`config.mk`:
```
export PLATFORM = sky130hd
export DESIGN_NAME = button_debounce_autorepeat_top_flat
export DESIGN_NICKNAME = d
export VERILOG_FILES = /design/src/hw/rtl/bda_pkg.sv /design/src/hw/rtl/bda_if.sv /design/src/hw/rtl/bda_lane.sv /design/src/hw/rtl/bda_merge.sv /design/src/hw/rtl/button_debounce_autorepeat_top.sv /design/src/flat_wrapper.sv
export SDC_FILE = /design/constraint.sdc
export NUM_CORES = 2
export LEC_CHECK = 0
export ABC_AREA = 1
export BUFFER_PORTS_ARGS = -buffer_cell sky130_fd_sc_hd__buf_2
export CAP_MARGIN = 20
export CORE_MARGIN = 5
export CORE_UTILIZATION = 55
export CTS_CLUSTER_DIAMETER = 200
export CTS_CLUSTER_SIZE = 20
export DETAILED_ROUTE_END_ITERATION = 8
export GPL_TIMING_DRIVEN = 0
export PLACE_DENSITY = 0.74
export SKIP_LAST_GASP = 1
export SYNTH_ARGS = -nofsm -noshare
export SYNTH_HDL_FRONTEND = slang
export SYNTH_HIERARCHICAL = 1
export SYNTH_SLANG_ARGS = --single-unit
```
`constraint.sdc`:
```
create_clock -name clk_i -period 5 [get_ports clk_i]
set_input_delay 0 -clock clk_i [delete_from_list [all_inputs] [get_ports clk_i]]
set_output_delay 0 -clock clk_i [all_outputs]
set_load 0.05 [all_outputs]
```
`src/hw/rtl/bda_pkg.sv`:
```
// Package for the button debounce and auto-repeat block.
// Holds sizes, register indexes, reset values and the shared types.
// No dependencies.
`timescale 1ns / 1ps

package bda_pkg;

  // Sizes
  localparam int NUM_BUTTONS = 6;
  localparam int TIME_BITS   = 32;
  localparam int FLAG_W      = 6;
  localparam int NOW_W       = 32;
  localparam int CFG_W       = 16;
  localparam int CFG_IDX_W   = 2;

  // Register indexes
  localparam logic [CFG_IDX_W-1:0] REG_DEBOUNCE        = 2'd0;
  localparam logic [CFG_IDX_W-1:0] REG_REPEAT_DELAY    = 2'd1;
  localparam logic [CFG_IDX_W-1:0] REG_REPEAT_INTERVAL = 2'd2;

  // Register reset values
  localparam logic [CFG_W-1:0] DEBOUNCE_RST        = 16'd20;
  localparam logic [CFG_W-1:0] REPEAT_DELAY_RST    = 16'd400;
  localparam logic [CFG_W-1:0] REPEAT_INTERVAL_RST = 16'd100;

  typedef logic [TIME_BITS-1:0] time_t;

  typedef struct packed {
    logic [CFG_W-1:0] debounce_ms;
    logic [CFG_W-1:0] repeat_delay_ms;
    logic [CFG_W-1:0] repeat_interval_ms;
  } cfg_t;

  // Events one lane finds for the current request
  typedef struct packed {
    logic pressed;
    logic released;
    logic repeated;
    logic held;
  } lane_flags_t;

  typedef struct packed {
    logic [FLAG_W-1:0] pressed_flags;
    logic [FLAG_W-1:0] released_flags;
    logic [FLAG_W-1:0] repeat_flags;
    logic [FLAG_W-1:0] held_flags;
  } result_t;

endpackage

```
`src/hw/rtl/bda_if.sv`:
```
// Stream interfaces for the button debounce and auto-repeat block.
// Input samples and result flags, each with valid and ready.
// Depends on bda_pkg for the field widths.
`timescale 1ns / 1ps

interface bda_in_if;
  logic                        valid;
  logic                        ready;
  logic [bda_pkg::FLAG_W-1:0]  raw_levels;
  logic [bda_pkg::NOW_W-1:0]   now_ms;

  modport source  (output valid, output raw_levels, output now_ms, input ready);
  modport sink    (input valid, input raw_levels, input now_ms, output ready);
  modport monitor (input valid, input raw_levels, input now_ms, input ready);
endinterface

interface bda_out_if;
  logic                       valid;
  logic                       ready;
  logic [bda_pkg::FLAG_W-1:0] pressed_flags;
  logic [bda_pkg::FLAG_W-1:0] released_flags;
  logic [bda_pkg::FLAG_W-1:0] repeat_flags;
  logic [bda_pkg::FLAG_W-1:0] held_flags;

  modport source  (output valid, output pressed_flags, output released_flags,
                   output repeat_flags, output held_flags, input ready);
  modport sink    (input valid, input pressed_flags, input released_flags,
                   input repeat_flags, input held_flags, output ready);
  modport monitor (input valid, input pressed_flags, input released_flags,
                   input repeat_flags, input held_flags, input ready);
endinterface

```
`src/hw/rtl/bda_lane.sv`:
```
// One button lane: raw and debounced level plus the three timestamps.
// Computes the events of one request and updates its state on accept.
// Depends on bda_pkg.
`timescale 1ns / 1ps

module bda_lane (
  input  logic                  clk_i,
  input  logic                  rst_ni,
  input  logic                  accept_i,
  input  logic                  raw_i,
  input  bda_pkg::time_t        now_i,
  input  bda_pkg::cfg_t         cfg_i,
  output bda_pkg::lane_flags_t  flags_o
);
  import bda_pkg::*;

  logic  raw_q, raw_d;
  logic  stable_q, stable_d;
  time_t change_q, change_d;
  time_t press_q, press_d;
  time_t last_q, last_d;

  logic  raw_changed;
  time_t since_change;
  time_t since_press;
  time_t since_repeat;
  logic  take;
  logic  press_evt;
  logic  release_evt;
  logic  held;
  logic  repeat_evt;
  time_t last_base;

  always_comb begin
    // Restart debounce time on a raw change
    raw_changed  = raw_i != raw_q;
    raw_d        = raw_i;
    change_d     = raw_changed ? now_i : change_q;
    since_change = raw_changed ? '0 : time_t'(now_i - change_q);

    // Accept the raw level once it has held long enough
    take        = (since_change >= time_t'(cfg_i.debounce_ms)) && (stable_q != raw_i);
    stable_d    = take ? raw_i : stable_q;
    press_evt   = take && !raw_i;
    release_evt = take && raw_i;

    // A press restarts the repeat timing
    press_d      = press_evt ? now_i : press_q;
    last_base    = press_evt ? now_i : last_q;
    since_press  = press_evt ? '0 : time_t'(now_i - press_q);
    since_repeat = press_evt ? '0 : time_t'(now_i - last_q);

    // Fire a repeat while held past the delay and the interval
    held       = !stable_d;
    repeat_evt = held && (since_press >= time_t'(cfg_i.repeat_delay_ms))
                      && (since_repeat >= time_t'(cfg_i.repeat_interval_ms));
    last_d     = repeat_evt ? now_i : last_base;

    flags_o.pressed  = press_evt;
    flags_o.released = release_evt;
    flags_o.repeated = repeat_evt;
    flags_o.held     = held;
  end

  // Hold lane state, advance on an accepted request
  always_ff @(posedge clk_i or negedge rst_ni) begin
    if (!rst_ni) begin
      raw_q    <= 1'b1;
      stable_q <= 1'b1;
      change_q <= '0;
      press_q  <= '0;
      last_q   <= '0;
    end else if (accept_i) begin
      raw_q    <= raw_d;
      stable_q <= stable_d;
      change_q <= change_d;
      press_q  <= press_d;
      last_q   <= last_d;
    end
  end

endmodule

```
`src/hw/rtl/bda_merge.sv`:
```
// Merging stage: packs the lane flags into one result and buffers it.
// Two-entry buffer so a new request is taken while a result waits.
// Depends on bda_pkg and bda_out_if.
`timescale 1ns / 1ps

module bda_merge (
  input  logic                 clk_i,
  input  logic                 rst_ni,
  input  logic                 push_i,
  input  bda_pkg::lane_flags_t lanes_i [bda_pkg::NUM_BUTTONS],
  output logic                 ready_o,
  bda_out_if.source            out_o
);
  import bda_pkg::*;

  result_t    merged;
  result_t    slot_q [2];
  logic       wr_q, wr_d;
  logic       rd_q, rd_d;
  logic [1:0] count_q, count_d;
  logic       pop;

  // Combine lane flags; buttons past the field width are dropped
  always_comb begin
    merged = '0;
    for (int i = 0; i < FLAG_W; i++) begin
      if (i < NUM_BUTTONS) begin
        merged.pressed_flags[i]  = lanes_i[i].pressed;
        merged.released_flags[i] = lanes_i[i].released;
        merged.repeat_flags[i]   = lanes_i[i].repeated;
        merged.held_flags[i]     = lanes_i[i].held;
      end
    end
  end

  assign ready_o = count_q != 2'd2;
  assign pop     = out_o.valid && out_o.ready;

  always_comb begin
    wr_d    = push_i ? !wr_q : wr_q;
    rd_d    = pop ? !rd_q : rd_q;
    count_d = count_q + 2'(push_i) - 2'(pop);
  end

  // Hold buffer pointers and fill level
  always_ff @(posedge clk_i or negedge rst_ni) begin
    if (!rst_ni) begin
      wr_q    <= 1'b0;
      rd_q    <= 1'b0;
      count_q <= 2'd0;
    end else begin
      wr_q    <= wr_d;
      rd_q    <= rd_d;
      count_q <= count_d;
    end
  end

  // Store the merged result
  always_ff @(posedge clk_i) begin
    if (push_i) begin
      slot_q[wr_q] <= merged;
    end
  end

  assign out_o.valid          = count_q != 2'd0;
  assign out_o.pressed_flags  = slot_q[rd_q].pressed_flags;
  assign out_o.released_flags = slot_q[rd_q].released_flags;
  assign out_o.repeat_flags   = slot_q[rd_q].repeat_flags;
  assign out_o.held_flags     = slot_q[rd_q].held_flags;

endmodule

```
`src/hw/rtl/button_debounce_autorepeat_top.sv`:
```
// Top level of the button debounce and auto-repeat block.
// Depends on bda_pkg, bda_if, bda_lane and bda_merge.
//
// Takes one pin sample per request, every clock cycle, and gives one result
// per sample from a registered buffer. Each button has its own lane with its
// debounce and repeat timers; all lanes update on the same accepted request and
// a merging stage packs their flags into a two-entry output buffer, so input is
// taken while a result waits and stalls only once two results are pending.
// After reset every button reads as released and all timestamps are zero.
// Configuration writes take effect on the next sample and should be made
// while no result is pending.
`timescale 1ns / 1ps

module button_debounce_autorepeat_top (
  input  logic                           clk_i,
  input  logic                           rst_ni,
  input  logic                           cfg_we_i,
  input  logic [bda_pkg::CFG_IDX_W-1:0]  cfg_idx_i,
  input  logic [bda_pkg::CFG_W-1:0]      cfg_data_i,
  bda_in_if.sink                         in_i,
  bda_out_if.source                      out_o
);
  import bda_pkg::*;

  cfg_t        cfg_q, cfg_d;
  logic        accept;
  logic        merge_ready;
  time_t       now;
  lane_flags_t lane_flags [NUM_BUTTONS];

  // Decode configuration writes; unknown indexes are ignored
  always_comb begin
    cfg_d = cfg_q;
    if (cfg_we_i) begin
      unique case (cfg_idx_i)
        REG_DEBOUNCE:        cfg_d.debounce_ms        = cfg_data_i;
        REG_REPEAT_DELAY:    cfg_d.repeat_delay_ms    = cfg_data_i;
        REG_REPEAT_INTERVAL: cfg_d.repeat_interval_ms = cfg_data_i;
        default: ;
      endcase
    end
  end

  always_ff @(posedge clk_i or negedge rst_ni) begin
    if (!rst_ni) begin
      cfg_q.debounce_ms        <= DEBOUNCE_RST;
      cfg_q.repeat_delay_ms    <= REPEAT_DELAY_RST;
      cfg_q.repeat_interval_ms <= REPEAT_INTERVAL_RST;
    end else begin
      cfg_q <= cfg_d;
    end
  end

  assign in_i.ready = merge_ready;
  assign accept     = in_i.valid && merge_ready;
  assign now        = in_i.now_ms[TIME_BITS-1:0];

  // One lane per button; buttons beyond the field see a low raw level
  for (genvar g = 0; g < NUM_BUTTONS; g++) begin : g_lane
    logic raw;
    if (g < FLAG_W) begin : g_pin
      assign raw = in_i.raw_levels[g];
    end else begin : g_none
      assign raw = 1'b0;
    end
    bda_lane u_lane (
      .clk_i    (clk_i),
      .rst_ni   (rst_ni),
      .accept_i (accept),
      .raw_i    (raw),
      .now_i    (now),
      .cfg_i    (cfg_q),
      .flags_o  (lane_flags[g])
    );
  end

  bda_merge u_merge (
    .clk_i   (clk_i),
    .rst_ni  (rst_ni),
    .push_i  (accept),
    .lanes_i (lane_flags),
    .ready_o (merge_ready),
    .out_o   (out_o)
  );

endmodule

```
`src/flat_wrapper.sv`:
```
// flat-port wrapper written by rule: the top's interface ports become plain ports
module button_debounce_autorepeat_top_flat import bda_pkg::*;
  (clk_i, rst_ni, cfg_we_i, cfg_idx_i, cfg_data_i, in_i_valid, in_i_raw_levels, in_i_now_ms, in_i_ready, out_o_valid, out_o_pressed_flags, out_o_released_flags, out_o_repeat_flags, out_o_held_flags, out_o_ready);
  bda_in_if in_i_i ();
  bda_out_if out_o_i ();
  input  logic clk_i;
  input  logic rst_ni;
  input  logic cfg_we_i;
  input  logic [bda_pkg::CFG_IDX_W-1:0] cfg_idx_i;
  input  logic [bda_pkg::CFG_W-1:0] cfg_data_i;
  input wire logic [$bits(in_i_i.valid)-1:0] in_i_valid;
  input wire logic [$bits(in_i_i.raw_levels)-1:0] in_i_raw_levels;
  input wire logic [$bits(in_i_i.now_ms)-1:0] in_i_now_ms;
  output wire logic [$bits(in_i_i.ready)-1:0] in_i_ready;
  output wire logic [$bits(out_o_i.valid)-1:0] out_o_valid;
  output wire logic [$bits(out_o_i.pressed_flags)-1:0] out_o_pressed_flags;
  output wire logic [$bits(out_o_i.released_flags)-1:0] out_o_released_flags;
  output wire logic [$bits(out_o_i.repeat_flags)-1:0] out_o_repeat_flags;
  output wire logic [$bits(out_o_i.held_flags)-1:0] out_o_held_flags;
  input wire logic [$bits(out_o_i.ready)-1:0] out_o_ready;
  assign in_i_i.valid = in_i_valid;
  assign in_i_i.raw_levels = in_i_raw_levels;
  assign in_i_i.now_ms = in_i_now_ms;
  assign in_i_ready = in_i_i.ready;
  assign out_o_valid = out_o_i.valid;
  assign out_o_pressed_flags = out_o_i.pressed_flags;
  assign out_o_released_flags = out_o_i.released_flags;
  assign out_o_repeat_flags = out_o_i.repeat_flags;
  assign out_o_held_flags = out_o_i.held_flags;
  assign out_o_i.ready = out_o_ready;
  button_debounce_autorepeat_top u_core (.clk_i(clk_i), .rst_ni(rst_ni), .cfg_we_i(cfg_we_i), .cfg_idx_i(cfg_idx_i), .cfg_data_i(cfg_data_i), .in_i(in_i_i), .out_o(out_o_i));
endmodule
```
==> report_table.html <==
<table>
<tr><th>Metric</th><th>Value</th></tr>
<tr><th colspan="2">GRT</th></tr>
<tr><td>Number of global-route vias before repair</td><td>79200</td></tr>
<tr><td>GRT Total Usage</td><td>0.377</td></tr>
<tr><td>Number of antenna violations at the first check in global routing</td><td>49</td></tr>
<tr><td>Largest net degree at the start of global routing</td><td>123</td></tr>
<tr><td>Final global-route overflow total</td><td>0</td></tr>
<tr><td>First-pass GRT wire length</td><td>449 mm</td></tr>
<tr><th colspan="2">Critical path</th></tr>
<tr><td>Endpoint of the worst-slack reg-to-reg timing path</td><td>u_core/g_lane[0].u_lane/last_q[17]</td></tr>
<tr><td>Crit-path slowest cell</td><td>sky130_fd_sc_hd__dfrtp_1</td></tr>
<tr><td>R2R Path Start</td><td>u_core/g_lane[0].u_lane/change_q[0]</td></tr>
<tr><td>Req. time, crit path</td><td>5510 ps</td></tr>
<tr><td>Classification of the worst setup path</td><td>reg2reg</td></tr>
<tr><td>Depth of the worst register-to-register path</td><td>35</td></tr>
<tr><td>Type of element launching the critical path</td><td>flop</td></tr>
<tr><td>Critical path endpoint category</td><td>flop</td></tr>
<tr><td>Slack of the worst reg-to-reg path</td><td>-190 ps</td></tr>
<tr><td>Arrival time at the worst endpoint</td><td>5700 ps</td></tr>
<tr><td>Slowest cell delay on critical path</td><td>420 ps</td></tr>
<tr><td>Critical-path maximum fanout</td><td>7</td></tr>
<tr><td>Top cell by count, worst path</td><td>sky130_fd_sc_hd__nand2_2</td></tr>
<tr><th colspan="2">CTS</th></tr>
<tr><td>Clk pin slew, worst setup/hold paths</td><td>90 ps</td></tr>
<tr><td>CTS H-tree lvls</td><td>2</td></tr>
<tr><td>Total clock sinks</td><td>688</td></tr>
<tr><td>Clk_lat worst skew</td><td>680 ps</td></tr>
<tr><td>Number of buffers added by the clock tree synthesis step</td><td>40</td></tr>
<tr><td>Longest Clk Path Bufs</td><td>3</td></tr>
<tr><td>CTS tree</td><td>built</td></tr>
<tr><td>Clock root buffer master</td><td>sky130_fd_sc_hd__clkbuf_16</td></tr>
<tr><th colspan="2">Logic synthesis</th></tr>
<tr><td>Cell Area, Synth</td><td>79800 um^2</td></tr>
<tr><td>Number of enable flip-flop cells after synthesis</td><td>48</td></tr>
<tr><td>Sequential cell area fraction in the yosys report</td><td>0.219</td></tr>
<tr><td>Synthesized instance count</td><td>13200</td></tr>
<tr><td>Post-synthesis cell type with the largest combined area</td><td>sky130_fd_sc_hd__nand2_1</td></tr>
<tr><td>Largest cells by area after synthesis</td><td>sky130_fd_sc_hd__nand2_1 20%, sky130_fd_sc_hd__dfrtp_1 19%, sky130_fd_sc_hd__ha_1 13%, sky130_fd_sc_hd__inv_1 13%, sky130_fd_sc_hd__nand3_1 5.3%</td></tr>
<tr><td>Total of flip-flops plus latches after synthesis</td><td>688</td></tr>
<tr><td>Count of yosys warnings during synthesis</td><td>6</td></tr>
<tr><td>Primary FF master, synth</td><td>sky130_fd_sc_hd__dfrtp_1</td></tr>
<tr><td>Count of unique library cells instantiated by Yosys</td><td>60</td></tr>
<tr><td>Share of synthesized flip-flops with an asynchronous set or reset</td><td>0.930</td></tr>
<tr><td>Area share of the largest cell type after synthesis</td><td>0.202</td></tr>
<tr><td>Syn_area_per_cell</td><td>6.06 um^2</td></tr>
<tr><td>Synthesized netlist net count</td><td>14100</td></tr>
<tr><th colspan="2">Min path</th></tr>
<tr><td>HP Class</td><td>in2reg</td></tr>
<tr><td>Destination of the worst hold path</td><td>u_core/g_lane[2].u_lane/last_q[17]</td></tr>
<tr><td>Number of cells traversed by the worst hold path</td><td>3</td></tr>
<tr><td>Hold Crit Start</td><td>in_i_now_ms[17]</td></tr>
<tr><th colspan="2">Final layout</th></tr>
<tr><td>Net count, final</td><td>14500</td></tr>
<tr><td>Commonest non-fill, non-tap cells in the layout</td><td>4199 x sky130_fd_sc_hd__nand2_1, 2698 x sky130_fd_sc_hd__inv_1, 1006 x sky130_fd_sc_hd__nor2_1, 805 x sky130_fd_sc_hd__nand3_1, 770 x sky130_fd_sc_hd__ha_1</td></tr>
<tr><td>Share of cells above drive strength 1</td><td>0.0909</td></tr>
<tr><td>Share of the core filled with cells in the final layout</td><td>0.621</td></tr>
<tr><td>Synth-to-Final Area Change</td><td>12.0%</td></tr>
<tr><td>Most common cell after layout, fill and taps aside</td><td>sky130_fd_sc_hd__nand2_1</td></tr>
<tr><th colspan="2">STA</th></tr>
<tr><td>Final setup violation count</td><td>136</td></tr>
<tr><td>Max Freq</td><td>193 MHz</td></tr>
<tr><td>Period minus WS final</td><td>5190 ps</td></tr>
<tr><td>Max Slew Vio Count</td><td>0</td></tr>
<tr><td>Worst max-slew margin expressed relative to the limit</td><td>0.132</td></tr>
<tr><td>Layout Skew</td><td>68.7 ps</td></tr>
<tr><td>Least setup slack across all paths after layout</td><td>-189 ps</td></tr>
<tr><td>Share of the cycle needed by the critical path after routing</td><td>1.04</td></tr>
<tr><td>Setup repair after global routing missed its margin</td><td>true</td></tr>
<tr><td>Number of hold violations in the final report</td><td>0</td></tr>
<tr><td>Worst Tran Pin Value</td><td>1300 ps</td></tr>
<tr><td>Worst hold slack</td><td>39.7 ps</td></tr>
<tr><th colspan="2">Routing</th></tr>
<tr><td>DR vias/cell</td><td>5.54</td></tr>
<tr><td>Initial DRC Count</td><td>9371</td></tr>
<tr><td>Post-detailed-route DRC marker count</td><td>0</td></tr>
<tr><td>Via total after detailed routing</td><td>86100</td></tr>
<tr><td>Number of nets with antenna violations after routing</td><td>0</td></tr>
<tr><td>Post-detailed-routing wire length</td><td>302 mm</td></tr>
<tr><td>Drt first pass iters</td><td>7</td></tr>
<tr><td>Routed len/inst</td><td>19.4 um</td></tr>
<tr><th colspan="2">Status</th></tr>
<tr><td>Outcome</td><td>finished, violations left</td></tr>
<tr><td>Failing checks</td><td>negative setup slack</td></tr>
<tr><th colspan="2">Die</th></tr>
<tr><td>Die area</td><td>153000 um^2</td></tr>
<tr><td>Count of standard-cell rows</td><td>139</td></tr>
<tr><td>Die span in y</td><td>391 um</td></tr>
<tr><td>I/O pin total</td><td>87</td></tr>
<tr><td>Effective utilization at floorplan</td><td>0.554</td></tr>
<tr><td>Floorplan die width</td><td>391 um</td></tr>
<tr><td>Core region area</td><td>144000 um^2</td></tr>
<tr><th colspan="2">Power and ir drop</th></tr>
<tr><td>Power, Total</td><td>56.8 mW</td></tr>
<tr><td>Leak pwr</td><td>50.6 nW</td></tr>
<tr><td>VDD IR max</td><td>0.347 mV</td></tr>
<tr><td>Power density cells</td><td>636 nW/um^2</td></tr>
<tr><th colspan="2">Place</th></tr>
<tr><td>IO Port Bufs</td><td>82</td></tr>
<tr><td>Placer congestion estimate</td><td>0.993</td></tr>
<tr><td>HPWL reported at the end of detailed placement</td><td>223 mm</td></tr>
<tr><th colspan="2">Run</th></tr>
<tr><td>Max-cap violations</td><td>0</td></tr>
</table>
==> worst max-delay path, delay by kind of cell (launching register included) <==
family / cells / cell delay [ps]
and+or+nand+nor: 19 / 1910
adders and majority gates: 4 / 1090
DFF: 1 / 420
AOI/OAI and AO/OA: 7 / 1210
buffers and inverters: 5 / 440
==> cell usage after synthesis (7+ instances only) <==
| cell | instances |
|---|---|
| sky130_fd_sc_hd__a211oi_1 | 15 |
| sky130_fd_sc_hd__a21boi_0 | 11 |
| sky130_fd_sc_hd__a21o_1 | 22 |
| sky130_fd_sc_hd__a21oi_1 | 612 |
| sky130_fd_sc_hd__a31oi_1 | 19 |
| sky130_fd_sc_hd__and2_1 | 19 |
| sky130_fd_sc_hd__buf_2 | 52 |
| sky130_fd_sc_hd__buf_4 | 50 |
| sky130_fd_sc_hd__buf_6 | 56 |
| sky130_fd_sc_hd__clkbuf_1 | 75 |
| sky130_fd_sc_hd__clkinv_1 | 12 |
| sky130_fd_sc_hd__dfrtp_1 | 620 |
| sky130_fd_sc_hd__dfstp_2 | 20 |
| sky130_fd_sc_hd__edfxtp_1 | 48 |
| sky130_fd_sc_hd__fa_1 | 18 |
| sky130_fd_sc_hd__ha_1 | 848 |
| sky130_fd_sc_hd__inv_1 | 2743 |
| sky130_fd_sc_hd__inv_2 | 42 |
| sky130_fd_sc_hd__nand2_1 | 4299 |
| sky130_fd_sc_hd__nand2_2 | 69 |
| sky130_fd_sc_hd__nand2_4 | 15 |
| sky130_fd_sc_hd__nand3_1 | 840 |
| sky130_fd_sc_hd__nand3_2 | 122 |
| sky130_fd_sc_hd__nand3_4 | 7 |
| sky130_fd_sc_hd__nand3b_1 | 65 |
| sky130_fd_sc_hd__nand4_1 | 229 |
| sky130_fd_sc_hd__nor2_1 | 1027 |
| sky130_fd_sc_hd__nor2_2 | 38 |
| sky130_fd_sc_hd__nor3_1 | 125 |
| sky130_fd_sc_hd__nor3_2 | 8 |
| sky130_fd_sc_hd__nor3b_1 | 10 |
| sky130_fd_sc_hd__nor4_1 | 9 |
| sky130_fd_sc_hd__o21a_1 | 14 |
| sky130_fd_sc_hd__o21ai_0 | 593 |
| sky130_fd_sc_hd__o21ai_1 | 61 |
| sky130_fd_sc_hd__o21ai_2 | 8 |
| sky130_fd_sc_hd__o21bai_1 | 56 |
| sky130_fd_sc_hd__o221ai_1 | 8 |
| sky130_fd_sc_hd__or2_2 | 28 |
| sky130_fd_sc_hd__xnor2_1 | 143 |
| sky130_fd_sc_hd__xor2_1 | 79 |
==> per-stage QoR <==
step / setup slack (ps) / std cells / instance area, um^2 / TNS (ps)
after floorplan: 116 / 13200 / 79800 / 0
after global placement: -9760 / 15200 / 82600 / -6371210
after detailed placement: -1900 / 15200 / 83600 / -262790
after CTS: -86.5 / 15400 / 87500 / -4490
after global routing: -336 / 15500 / 89400 / -56230
final: -189 / 15500 / 89400 / -12500
==> per-layer routing <==
layer  part of all wire  up-vias  global-route usage
li1                   -    41800                   -
met1               0.41    39700               0.505
met2               0.42     3871               0.573
met3               0.11      737              0.0943
met4              0.055       50               0.176
met5             0.0012        -                   0
==> how the worst max path moves through the flow <==
stage	from	to	slack (ps)
after global placement	rst_ni	u_core/g_lane[1].u_lane/change_q[27]	-9760
after detailed placement	u_core/g_lane[4].u_lane/raw_q	u_core/g_lane[4].u_lane/last_q[0]	-1900
final	u_core/g_lane[0].u_lane/change_q[0]	u_core/g_lane[0].u_lane/last_q[17]	-190
after CTS	u_core/g_lane[2].u_lane/change_q[8]	u_core/g_lane[2].u_lane/last_q[17]	-90
after floorplan	u_core/g_lane[1].u_lane/raw_q	u_core/g_lane[1].u_lane/last_q[0]	120
after global routing	u_core/g_lane[3].u_lane/change_q[0]	u_core/g_lane[3].u_lane/last_q[5]	-340
==> registers in the layout, indices dropped and copies added, names as in the netlist <==
register	cells
u_core/g_lane.u_lane/raw_q	6
u_core/g_lane.u_lane/stable_q	6
u_core/u_merge/slot_q	48
u_core/g_lane.u_lane/press_q	192
u_core/u_merge/rd_q	1
u_core/g_lane.u_lane/last_q	192
u_core/u_merge/count_q	2
u_core/cfg_q	48
u_core/g_lane.u_lane/change_q	192
u_core/u_merge/wr_q	1
==> cell type report <==
cell class / instances / area, um^2
antenna: 36 / 90.1
buffer: 233 / 1800
clock buffer: 66 / 1100
clock inverter: 3 / 41.3
fill: 14100 / 54600
inverter: 2804 / 10600
multi-input combinational: 9451 / 52300
sequential: 688 / 17500
tap: 1903 / 2380
timing repair buffer: 359 / 3590
==> logic make-up (layout without fill, tap and decap cells) <==
logic type      count (synthesis)  after routing  synth area share
simple gates                 6926           6927             0.372
buf+inv                      3042           3465             0.152
compound gates               1434           1434            0.0952
fa+ha+maj                     866            866             0.137
flops                         688            688             0.219
xor+xnor                      222            222            0.0244
mux                             2              2          0.000282
other cells                     0             36                 0
==> power by group <==
part / total [mW] / switching [mW] / internal [mW]
Combinational: 43.1 / 27.3 / 15.8
Sequential: 10.1 / 1.99 / 8.10
Clock: 3.65 / 2.12 / 1.53
==> what timing repair did <==
item                                    CTS  global route
pin swaps                               109           195
hold buffers                             92             2
cloned                                    8            12
endpoints found under the setup margin  204           204
resized for setup                       311           319
hold endpoints to repair                609             1
setup buffers                            61            64
(Power assumes the default switching activity.)
